$ cat config.mk
export PLATFORM = sky130hd
export DESIGN_NAME = mesh_packet_repeat_filter_unit
export DESIGN_NICKNAME = d
export VERILOG_FILES = /design/src/hw/rtl/mprf_pkg.sv /design/src/hw/rtl/mprf_store.sv /design/src/hw/rtl/mesh_packet_repeat_filter_unit.sv
export SDC_FILE = /design/constraint.sdc
export NUM_CORES = 1
export LEC_CHECK = 0
export BUFFER_PORTS_ARGS = -buffer_cell sky130_fd_sc_hd__buf_2
export CAP_MARGIN = 20
export CORE_UTILIZATION = 34
export DETAILED_ROUTE_END_ITERATION = 10
export PLACE_DENSITY = 0.61
export REMOVE_ABC_BUFFERS = 1
export SLEW_MARGIN = 20
export SYNTH_ARGS = -nofsm -noshare
export SYNTH_HDL_FRONTEND = slang
export SYNTH_SLANG_ARGS = --single-unit
$ cat constraint.sdc
create_clock -name i_clk -period 13.7 [get_ports i_clk]
set_clock_uncertainty 0.05 [all_clocks]
set_input_delay 0 -clock i_clk [delete_from_list [all_inputs] [get_ports i_clk]]
set_output_delay 0 -clock i_clk [all_outputs]
set_load 0.03 [all_outputs]
$ cat src/hw/rtl/mprf_pkg.sv
// ----------------------------------------------------------------------------
// mprf_pkg
// Types, character codes and register indexes for the mesh packet repeat
// filter, and the default sizes used by its packet store.
// ----------------------------------------------------------------------------
package mprf_pkg;

    // Default sizes handed to the top level as parameter defaults.
    localparam int PACKET_BYTES_DEF = 48;
    localparam int NAME_BYTES_DEF   = 8;

    // A forwarded packet never exceeds this many result beats.
    localparam int MAX_RESULTS = 58;

    // Width used when comparing small counts of differing widths.
    localparam int CMP_W = 8;

    // Configuration port.
    localparam int CFG_IDX_W  = 4;
    localparam int CFG_DATA_W = 64;
    localparam logic [CFG_IDX_W-1:0] CFG_OWN_NAME        = 4'd0;
    localparam logic [CFG_IDX_W-1:0] CFG_OWN_NAME_LENGTH = 4'd1;

    // Character codes used by the path scan.
    localparam logic [7:0] CH_OPEN  = 8'h5B;   // '['
    localparam logic [7:0] CH_COMMA = 8'h2C;   // ','
    localparam logic [7:0] CH_CLOSE = 8'h5D;   // ']'
    localparam logic [7:0] CH_ZERO  = 8'h30;   // '0'
    localparam logic [7:0] CH_NINE  = 8'h39;   // '9'
    localparam logic [7:0] CH_LOW_A = 8'h61;   // 'a'
    localparam logic [7:0] CH_LOW_Z = 8'h7A;   // 'z'

    typedef enum logic [1:0] {
        VERDICT_FORWARD  = 2'd0,
        VERDICT_REPEATED = 2'd1,
        VERDICT_HOPS_OUT = 2'd2,
        VERDICT_NOT_MESH = 2'd3
    } t_verdict;

    typedef struct packed {
        logic [7:0] rx_byte;
        logic       rx_last;
    } t_in_beat;

    typedef struct packed {
        logic [7:0]  tx_byte;
        logic        tx_last;
        t_verdict    verdict;
        logic [31:0] received_total;
        logic [31:0] repeated_total;
    } t_out_beat;

endpackage

$ cat src/hw/rtl/mprf_store.sv
// ----------------------------------------------------------------------------
// mprf_store
// Packet byte buffer: one write port and one read port with registered data.
// ----------------------------------------------------------------------------
module mprf_store #(
    parameter int DEPTH = mprf_pkg::PACKET_BYTES_DEF
) (
    input  logic                     i_clk,
    input  logic                     i_wr_en,
    input  logic [$clog2(DEPTH)-1:0] i_wr_addr,
    input  logic [7:0]               i_wr_data,
    input  logic                     i_rd_en,
    input  logic [$clog2(DEPTH)-1:0] i_rd_addr,
    output logic [7:0]               o_rd_data
);

    logic [7:0] r_mem [DEPTH];
    logic [7:0] r_rd_data;

    always_ff @(posedge i_clk) begin
        if (i_wr_en) begin
            r_mem[i_wr_addr] <= i_wr_data;
        end
        if (i_rd_en) begin
            r_rd_data <= r_mem[i_rd_addr];
        end
    end

    assign o_rd_data = r_rd_data;

endmodule

$ cat src/hw/rtl/mesh_packet_repeat_filter_unit.sv
// ----------------------------------------------------------------------------
// mesh_packet_repeat_filter_unit
// Each input beat is accepted (S_IDLE), then scanned (S_SCAN); the final
// beat adds a decision step (S_DECIDE). A forwarded byte is read from the
// store (S_READ), then loaded into the output register (S_PUT); the comma,
// name bytes and closing bracket, or a verdict, each go through the single output register.
// Reset is synchronous and clears control state, totals and configuration; the store is not swept.
// ----------------------------------------------------------------------------
module mesh_packet_repeat_filter_unit #(
    parameter int PACKET_BYTES = mprf_pkg::PACKET_BYTES_DEF,
    parameter int NAME_BYTES   = mprf_pkg::NAME_BYTES_DEF
) (
    input  logic                             i_clk,
    input  logic                             i_rst_n,
    // Input byte channel.
    input  logic                             i_in_valid,
    output logic                             o_in_stall,
    input  mprf_pkg::t_in_beat               i_in_data,
    // Result channel.
    output logic                             o_out_valid,
    input  logic                             i_out_stall,
    output mprf_pkg::t_out_beat              o_out_data,
    // Configuration write channel.
    input  logic                             i_cfg_valid,
    output logic                             o_cfg_ready,
    input  logic [mprf_pkg::CFG_IDX_W-1:0]   i_cfg_index,
    input  logic [mprf_pkg::CFG_DATA_W-1:0]  i_cfg_data
);

    // Index into the store, and a count that can also hold the depth itself.
    localparam int IDX_W = $clog2(PACKET_BYTES);
    localparam int CNT_W = $clog2(PACKET_BYTES + 1);
    localparam int CW    = mprf_pkg::CMP_W;

    // The sequencer: one beat is scanned, or one result beat is produced,
    // per step. The output register is shared by every result beat.
    typedef enum logic [3:0] {
        S_IDLE,
        S_SCAN,
        S_DECIDE,
        S_READ,
        S_PUT,
        S_COMMA,
        S_NAME,
        S_CLOSE,
        S_VERDICT
    } t_state;

    t_state               r_state;
    mprf_pkg::t_in_beat   r_in;

    // Per-packet scan state.
    logic [CNT_W-1:0]     r_byte_count;
    logic [CNT_W-1:0]     r_seg_start;
    logic [IDX_W-1:0]     r_last_close;
    logic                 r_seen;
    logic                 r_match;
    logic [7:0]           r_byte0;
    logic [7:0]           r_byte1;

    // Running totals, kept across packets.
    logic [31:0]          r_received;
    logic [31:0]          r_repeated;

    // Configuration.
    logic [63:0]          r_own_name;
    logic [3:0]           r_own_len;

    // Emission control.
    logic [IDX_W-1:0]     r_prefix;
    logic [IDX_W-1:0]     r_idx;
    logic [3:0]           r_name_idx;
    mprf_pkg::t_verdict   r_verdict;

    // Output register.
    logic                 r_out_valid;
    mprf_pkg::t_out_beat  r_out;

    logic [7:0]           rd_data;
    logic [3:0]           name_len;
    logic                 room;
    logic                 is_delim;
    logic [CNT_W-1:0]     seg_offset;
    logic [7:0]           scan_char;
    logic                 is_mesh;
    logic [CW-1:0]        prefix_limit;
    logic [CW-1:0]        close_wide;
    logic                 slot_free;

    // The name length saturates at the number of name bytes provided.
    assign name_len = (r_own_len > 4'(NAME_BYTES)) ? 4'(NAME_BYTES) : r_own_len;

    // A byte beyond the store's depth is neither stored nor scanned.
    assign room       = (r_byte_count < CNT_W'(PACKET_BYTES));
    assign is_delim   = (r_in.rx_byte == mprf_pkg::CH_OPEN)  ||
                        (r_in.rx_byte == mprf_pkg::CH_COMMA) ||
                        (r_in.rx_byte == mprf_pkg::CH_CLOSE);
    assign seg_offset = r_byte_count - r_seg_start;
    assign scan_char  = r_own_name[{seg_offset[2:0], 3'b000} +: 8];

    assign is_mesh = (r_byte_count >= CNT_W'(2)) &&
                     (r_byte0 >= mprf_pkg::CH_ZERO)  && (r_byte0 <= mprf_pkg::CH_NINE) &&
                     (r_byte1 >= mprf_pkg::CH_LOW_A) && (r_byte1 <= mprf_pkg::CH_LOW_Z);

    // The forwarded prefix is cut so the whole packet fits the result limit.
    assign prefix_limit = CW'(mprf_pkg::MAX_RESULTS - 2) - CW'(name_len);
    assign close_wide   = CW'(r_last_close);

    // The output register can take a new beat when empty or being drained.
    assign slot_free = !r_out_valid || !i_out_stall;

    mprf_store #(
        .DEPTH     (PACKET_BYTES)
    ) u_store (
        .i_clk     (i_clk),
        .i_wr_en   ((r_state == S_SCAN) && room),
        .i_wr_addr (r_byte_count[IDX_W-1:0]),
        .i_wr_data (r_in.rx_byte),
        .i_rd_en   (r_state == S_READ),
        .i_rd_addr (r_idx),
        .o_rd_data (rd_data)
    );

    always_ff @(posedge i_clk) begin
        if (!i_rst_n) begin
            r_state      <= S_IDLE;
            r_byte_count <= '0;
            r_seg_start  <= '0;
            r_last_close <= '0;
            r_seen       <= 1'b0;
            r_match      <= 1'b1;
            r_received   <= '0;
            r_repeated   <= '0;
            r_own_name   <= '0;
            r_own_len    <= 4'd1;
            r_out_valid  <= 1'b0;
        end else begin
            // Configuration writes are taken in any cycle; unknown indexes
            // are ignored.
            if (i_cfg_valid) begin
                unique case (i_cfg_index)
                    mprf_pkg::CFG_OWN_NAME:        r_own_name <= i_cfg_data;
                    mprf_pkg::CFG_OWN_NAME_LENGTH: r_own_len  <= i_cfg_data[3:0];
                    default: ;
                endcase
            end

            // The output register empties once its beat has been taken.
            if (r_out_valid && !i_out_stall) begin
                r_out_valid <= 1'b0;
            end

            unique case (r_state)
                S_IDLE: begin
                    if (i_in_valid) begin
                        r_in    <= i_in_data;
                        r_state <= S_SCAN;
                    end
                end

                S_SCAN: begin
                    // Store the byte and follow the path segments: a segment
                    // opens after a delimiter and is checked character by
                    // character against the node name.
                    if (room) begin
                        r_byte_count <= r_byte_count + CNT_W'(1);
                        if (r_byte_count == CNT_W'(0)) begin
                            r_byte0 <= r_in.rx_byte;
                        end
                        if (r_byte_count == CNT_W'(1)) begin
                            r_byte1 <= r_in.rx_byte;
                        end
                        if (is_delim) begin
                            if ((r_seg_start != '0) && r_match &&
                                (CW'(seg_offset) == CW'(name_len))) begin
                                r_seen <= 1'b1;
                            end
                            r_seg_start <= r_byte_count + CNT_W'(1);
                            r_match     <= 1'b1;
                            if (r_in.rx_byte == mprf_pkg::CH_CLOSE) begin
                                r_last_close <= r_byte_count[IDX_W-1:0];
                            end
                        end else if (r_seg_start != '0) begin
                            if ((CW'(seg_offset) >= CW'(name_len)) ||
                                (r_in.rx_byte != scan_char)) begin
                                r_match <= 1'b0;
                            end
                        end
                    end
                    r_state <= r_in.rx_last ? S_DECIDE : S_IDLE;
                end

                S_DECIDE: begin
                    r_idx      <= '0;
                    r_name_idx <= '0;
                    if (!is_mesh) begin
                        r_verdict <= mprf_pkg::VERDICT_NOT_MESH;
                        r_state   <= S_VERDICT;
                    end else begin
                        r_received <= r_received + 32'd1;
                        if (r_seen) begin
                            r_verdict <= mprf_pkg::VERDICT_REPEATED;
                            r_state   <= S_VERDICT;
                        end else if (r_byte0 == mprf_pkg::CH_ZERO) begin
                            r_verdict <= mprf_pkg::VERDICT_HOPS_OUT;
                            r_state   <= S_VERDICT;
                        end else begin
                            r_repeated <= r_repeated + 32'd1;
                            if (close_wide > prefix_limit) begin
                                r_prefix <= prefix_limit[IDX_W-1:0];
                            end else begin
                                r_prefix <= r_last_close;
                            end
                            if ((close_wide == '0) || (prefix_limit == '0)) begin
                                r_state <= S_COMMA;
                            end else begin
                                r_state <= S_READ;
                            end
                        end
                    end
                end

                S_READ: begin
                    r_state <= S_PUT;
                end

                S_PUT: begin
                    if (slot_free) begin
                        r_out_valid          <= 1'b1;
                        // The hop digit goes out one lower.
                        r_out.tx_byte        <= (r_idx == '0) ? (rd_data - 8'd1) : rd_data;
                        r_out.tx_last        <= 1'b0;
                        r_out.verdict        <= mprf_pkg::VERDICT_FORWARD;
                        r_out.received_total <= r_received;
                        r_out.repeated_total <= r_repeated;
                        if ((r_idx + IDX_W'(1)) == r_prefix) begin
                            r_state <= S_COMMA;
                        end else begin
                            r_idx   <= r_idx + IDX_W'(1);
                            r_state <= S_READ;
                        end
                    end
                end

                S_COMMA: begin
                    if (slot_free) begin
                        r_out_valid          <= 1'b1;
                        r_out.tx_byte        <= mprf_pkg::CH_COMMA;
                        r_out.tx_last        <= 1'b0;
                        r_out.verdict        <= mprf_pkg::VERDICT_FORWARD;
                        r_out.received_total <= r_received;
                        r_out.repeated_total <= r_repeated;
                        r_state              <= (name_len == 4'd0) ? S_CLOSE : S_NAME;
                    end
                end

                S_NAME: begin
                    if (slot_free) begin
                        r_out_valid          <= 1'b1;
                        r_out.tx_byte        <= r_own_name[{r_name_idx[2:0], 3'b000} +: 8];
                        r_out.tx_last        <= 1'b0;
                        r_out.verdict        <= mprf_pkg::VERDICT_FORWARD;
                        r_out.received_total <= r_received;
                        r_out.repeated_total <= r_repeated;
                        r_name_idx           <= r_name_idx + 4'd1;
                        if ((r_name_idx + 4'd1) == name_len) begin
                            r_state <= S_CLOSE;
                        end
                    end
                end

                S_CLOSE, S_VERDICT: begin
                    if (slot_free) begin
                        r_out_valid          <= 1'b1;
                        r_out.tx_last        <= 1'b1;
                        r_out.received_total <= r_received;
                        r_out.repeated_total <= r_repeated;
                        if (r_state == S_CLOSE) begin
                            r_out.tx_byte <= mprf_pkg::CH_CLOSE;
                            r_out.verdict <= mprf_pkg::VERDICT_FORWARD;
                        end else begin
                            r_out.tx_byte <= 8'd0;
                            r_out.verdict <= r_verdict;
                        end
                        // The packet is finished: back to a clean scan state.
                        r_byte_count <= '0;
                        r_seg_start  <= '0;
                        r_last_close <= '0;
                        r_seen       <= 1'b0;
                        r_match      <= 1'b1;
                        r_state      <= S_IDLE;
                    end
                end

                default: begin
                    r_state <= S_IDLE;
                end
            endcase
        end
    end

    // A new input beat is taken only while the sequencer is waiting for one.
    assign o_in_stall  = (r_state != S_IDLE);
    assign o_cfg_ready = 1'b1;
    assign o_out_valid = r_out_valid;
    assign o_out_data  = r_out;

    // A verdict beat carries no byte and always closes its packet.
    a_verdict_closes: assert property (@(posedge i_clk) disable iff (!i_rst_n)
        (r_out_valid && (r_out.verdict != mprf_pkg::VERDICT_FORWARD)) |->
        (r_out.tx_last && (r_out.tx_byte == 8'd0)))
        else $error("verdict beat without tx_last or with a byte");

    // The last beat of a forwarded packet is always the closing bracket.
    a_forward_close: assert property (@(posedge i_clk) disable iff (!i_rst_n)
        (r_out_valid && r_out.tx_last && (r_out.verdict == mprf_pkg::VERDICT_FORWARD)) |->
        (r_out.tx_byte == mprf_pkg::CH_CLOSE))
        else $error("forwarded packet does not end in a closing bracket");

    // The byte count never runs past the store.
    a_count_bound: assert property (@(posedge i_clk) disable iff (!i_rst_n)
        r_byte_count <= CNT_W'(PACKET_BYTES))
        else $error("byte count beyond store depth");

    // A packet is only counted as repeated when it is also counted as received.
    a_totals_move: assert property (@(posedge i_clk) disable iff (!i_rst_n)
        (r_repeated != $past(r_repeated)) |-> (r_received != $past(r_received)))
        else $error("repeated total moved without the received total");

endmodule
==> flow_summary.ini <==
[power_and_ir_drop]
clkPwrFrac_pct = 43.6
cellLeakagePower_nw = 10.8
p_sw_share_pct = 21.5
vdd_ir_drop_max_mv = 0.0983
switching_power_mw = 0.917
power_frac_comb_pct = 4.8
share_seq_of_total_power_pct = 51.6
power_mw = 4.27
p_int_mw = 3.35
p_per_area_nw_per_um2 = 130

[setup_path]
start_kind = flop
critical_path_peak_fanout = 16
crit_type = reg2reg
cp.required_ns = 14.17
arrival_ns = 4.24
critPathCaptureType = flop

[synth]
synth_fa_ha_area_share_pct = 1.15
yosysWarnings = 0
syn_area_um2 = 27800
syn_area_per_cell_um2 = 15.0
yosys.area_share.simple_pct = 9.80
synth_cell_type_count = 72
async_flop_share_pct = 0
synth.most_common_cell = edfxtp_1
yosys-top-cells-area = edfxtp_1 55%, mux4_2 12%, dfxtp_1 11%
synth_compound_area_share_pct = 4.18
synth_top_area_share_pct = 55.1
synth_cells = 1858
ys_ff_latch = 667
synth_edf_count = 510
synth_common_cells = 510 x edfxtp_1, 199 x nand2_1, 157 x dfxtp_1, 150 x mux4_2, 127 x a21oi_1
seq_area_frac_synth_pct = 66.4
synth_top_family_by_area = multiplexers
synthFlopType = edfxtp_1
synth_xor_area_share_pct = 3.08
muxShareOfSynthArea_pct = 13.4
netlist.top_cell.by_area = edfxtp_1

[floorplan]
start_util_pct = 34.4
dieHeight_um = 288
rows = 104
die_area_um2 = 82900
io_pins = 160
placeableCoreArea_um2 = 80700
die_x_um = 288

[timing]
setup_viol = 0
drv_slew = 0
max_freq_mhz = 266
hold_viol_final = 0
worst_pin_slew_ns = 1.14
timing.setup.tns_ns = 0
finalCritPeriodShare_pct = 27.5
period_minus_slack_ns = 3.76
worst_slew_margin_rel_pct = 23.8
rsz0062_at_grt = false

[layout]
fin_util_pct = 40.8
post_route_cells_drive_above_1_share_pct = 22.7
area_growth_pct = 18.4
n_antenna_cell = 0
fin_nets = 2211
fillCellCount = 7276
fin_area_um2 = 32900

[placement]
gp_congestion = 0.876
portBuffers = 158
dp_hpwl_mm = 42.4
dpl_cell_area_um2 = 29800

[clock_network]
clk_latency_ns = 0.61
clk_pin_slew_worst_paths_ns = 0.06
clock_path_buffers = 3
cts_hold_repair.buffers = 85
ctsResizeCount = 0
cts_tree = done
clockRootBuffer = clkbuf_16
postCtsSetupRepairBufs = 0
clkSinkCount = 667
htree_levels = 3
cts_inserted_buffers = 71

[grt]
grt.total_usage_pct = 16.1
met2_usage_pct = 27.1
first_global_vias = 17064
busiest_layer = met2
overflow = 0
met3_usage_pct = 3.37
grt_pass1_wl_mm = 102
grt_start_max_net_pins = 102
met1_usage_pct = 21.2
antenna_found_initial = 0

[drt]
drt_pass1_iterations = 9
viasPerCell = 5.23
routedWlPerCell_um = 20.7
vias = 16844
drt_wl_total_mm = 66.7
first_iter_violations = 1245
drc = 36
ant_nets = 0

[hold_path]
hold_path.class = in2reg

[flow_run]
drv_cap = 0

[run_status]
status = finished, violations left
violations = DRC
## worst max-delay path, cell delays in order (launching register included)
cell,delay [ns]
dfxtp_1,0.56
inv_1,0.24
ha_1,0.28
fa_1,1.06
mux4_2,0.43
xnor2_1,0.17
nand2_1,0.16
o31ai_1,0.34
o221ai_1,0.20
o211ai_1,0.18
## stage by stage
step	cells	hold WS (ns)	setup slack, ns
after floorplan	1760	0.0119	6.78
after global placement	3005	0.130	10.18
after detailed placement	3006	0.128	10.01
after CTS	3220	0.00296	9.96
after global routing	3220	0.0527	9.70
final	3220	0.0428	9.94
## registers in the layout, summed over array words and instances (netlist names)
register,count
u_store.r_mem,384
o_out_data,75
r_own_name,64
r_received,32
r_repeated,32
r_in,9
r_byte0,8
r_byte1,8
u_store.o_rd_data,8
r_byte_count,6
r_idx,6
r_last_close,6
r_prefix,6
r_seg_start,6
r_name_idx,4
r_own_len,4
r_state,4
r_verdict,2
o_out_valid,1
r_match,1
r_seen,1
## kinds of logic (layout without fill, tap and decap cells)
kind of cell / count (synthesis) / in the layout
xor gates and xnor gates: 93 / 93
DFF: 667 / 667
other: 1 / 1
AOI/OAI and AO/OA: 210 / 210
and+or+nand+nor: 544 / 544
buffers and inverters: 133 / 435
adders and majority gates: 25 / 25
muxes: 185 / 185
## power groups by stage
stage	Combinational [mW]	Clock (mW)	Sequential, mW
final	0.204	1.86	2.20
after global routing	0.220	1.97	2.21
after CTS	0.204	1.90	2.20
after detailed placement	0.186	0	2.25
after global placement	0.180	0	2.25
after floorplan	0.0937	0	2.26
## cell type report
class                      instances  area [um^2]  share of cell area, %
inverter                          35          134                  0.407
tap                             1060         1330                   4.03
multi-input combinational       1058         8890                   27.0
clock inverter                    38          325                  0.988
timing repair buffer             271         1870                   5.68
clock buffer                      91         1910                   5.82
sequential                       667        18500                   56.1
## cells in the final DEF, fill, tap and decap left out, types with 45 or more instances in the layout
master | synthesis | final
nand2_1 | 199 | 199
buf_2 | 9 | 158
clkbuf_16 | 0 | 73
o21ai_0 | 45 | 45
a21oi_1 | 127 | 127
nor2_1 | 126 | 122
xor2_1 | 46 | 46
dfxtp_1 | 157 | 157
edfxtp_1 | 510 | 510
dlygate4sd3_1 | 0 | 85
mux4_2 | 150 | 150
## final timing paths
kind / slack, ns / endpoint / startpoint / cells past startpoint
setup / recovery: 9.94 / r_match / r_byte_count[0] / 9
hold / removal: 0.04 / r_own_name[58] / i_cfg_index[3] / 5
setup reg to reg: 9.94 / r_match / r_byte_count[0] / 9
hold reg to reg: 0.42 / o_out_data[27] / r_repeated[27] / 0
## routing by layer
layer	vias to the layer above	part of all wire (%)
met3	100	6.5
li1	7579	-
met2	571	49
met5	-	0
met4	0	2.0
met1	8594	42
Power figures use the tool's default switching activity.
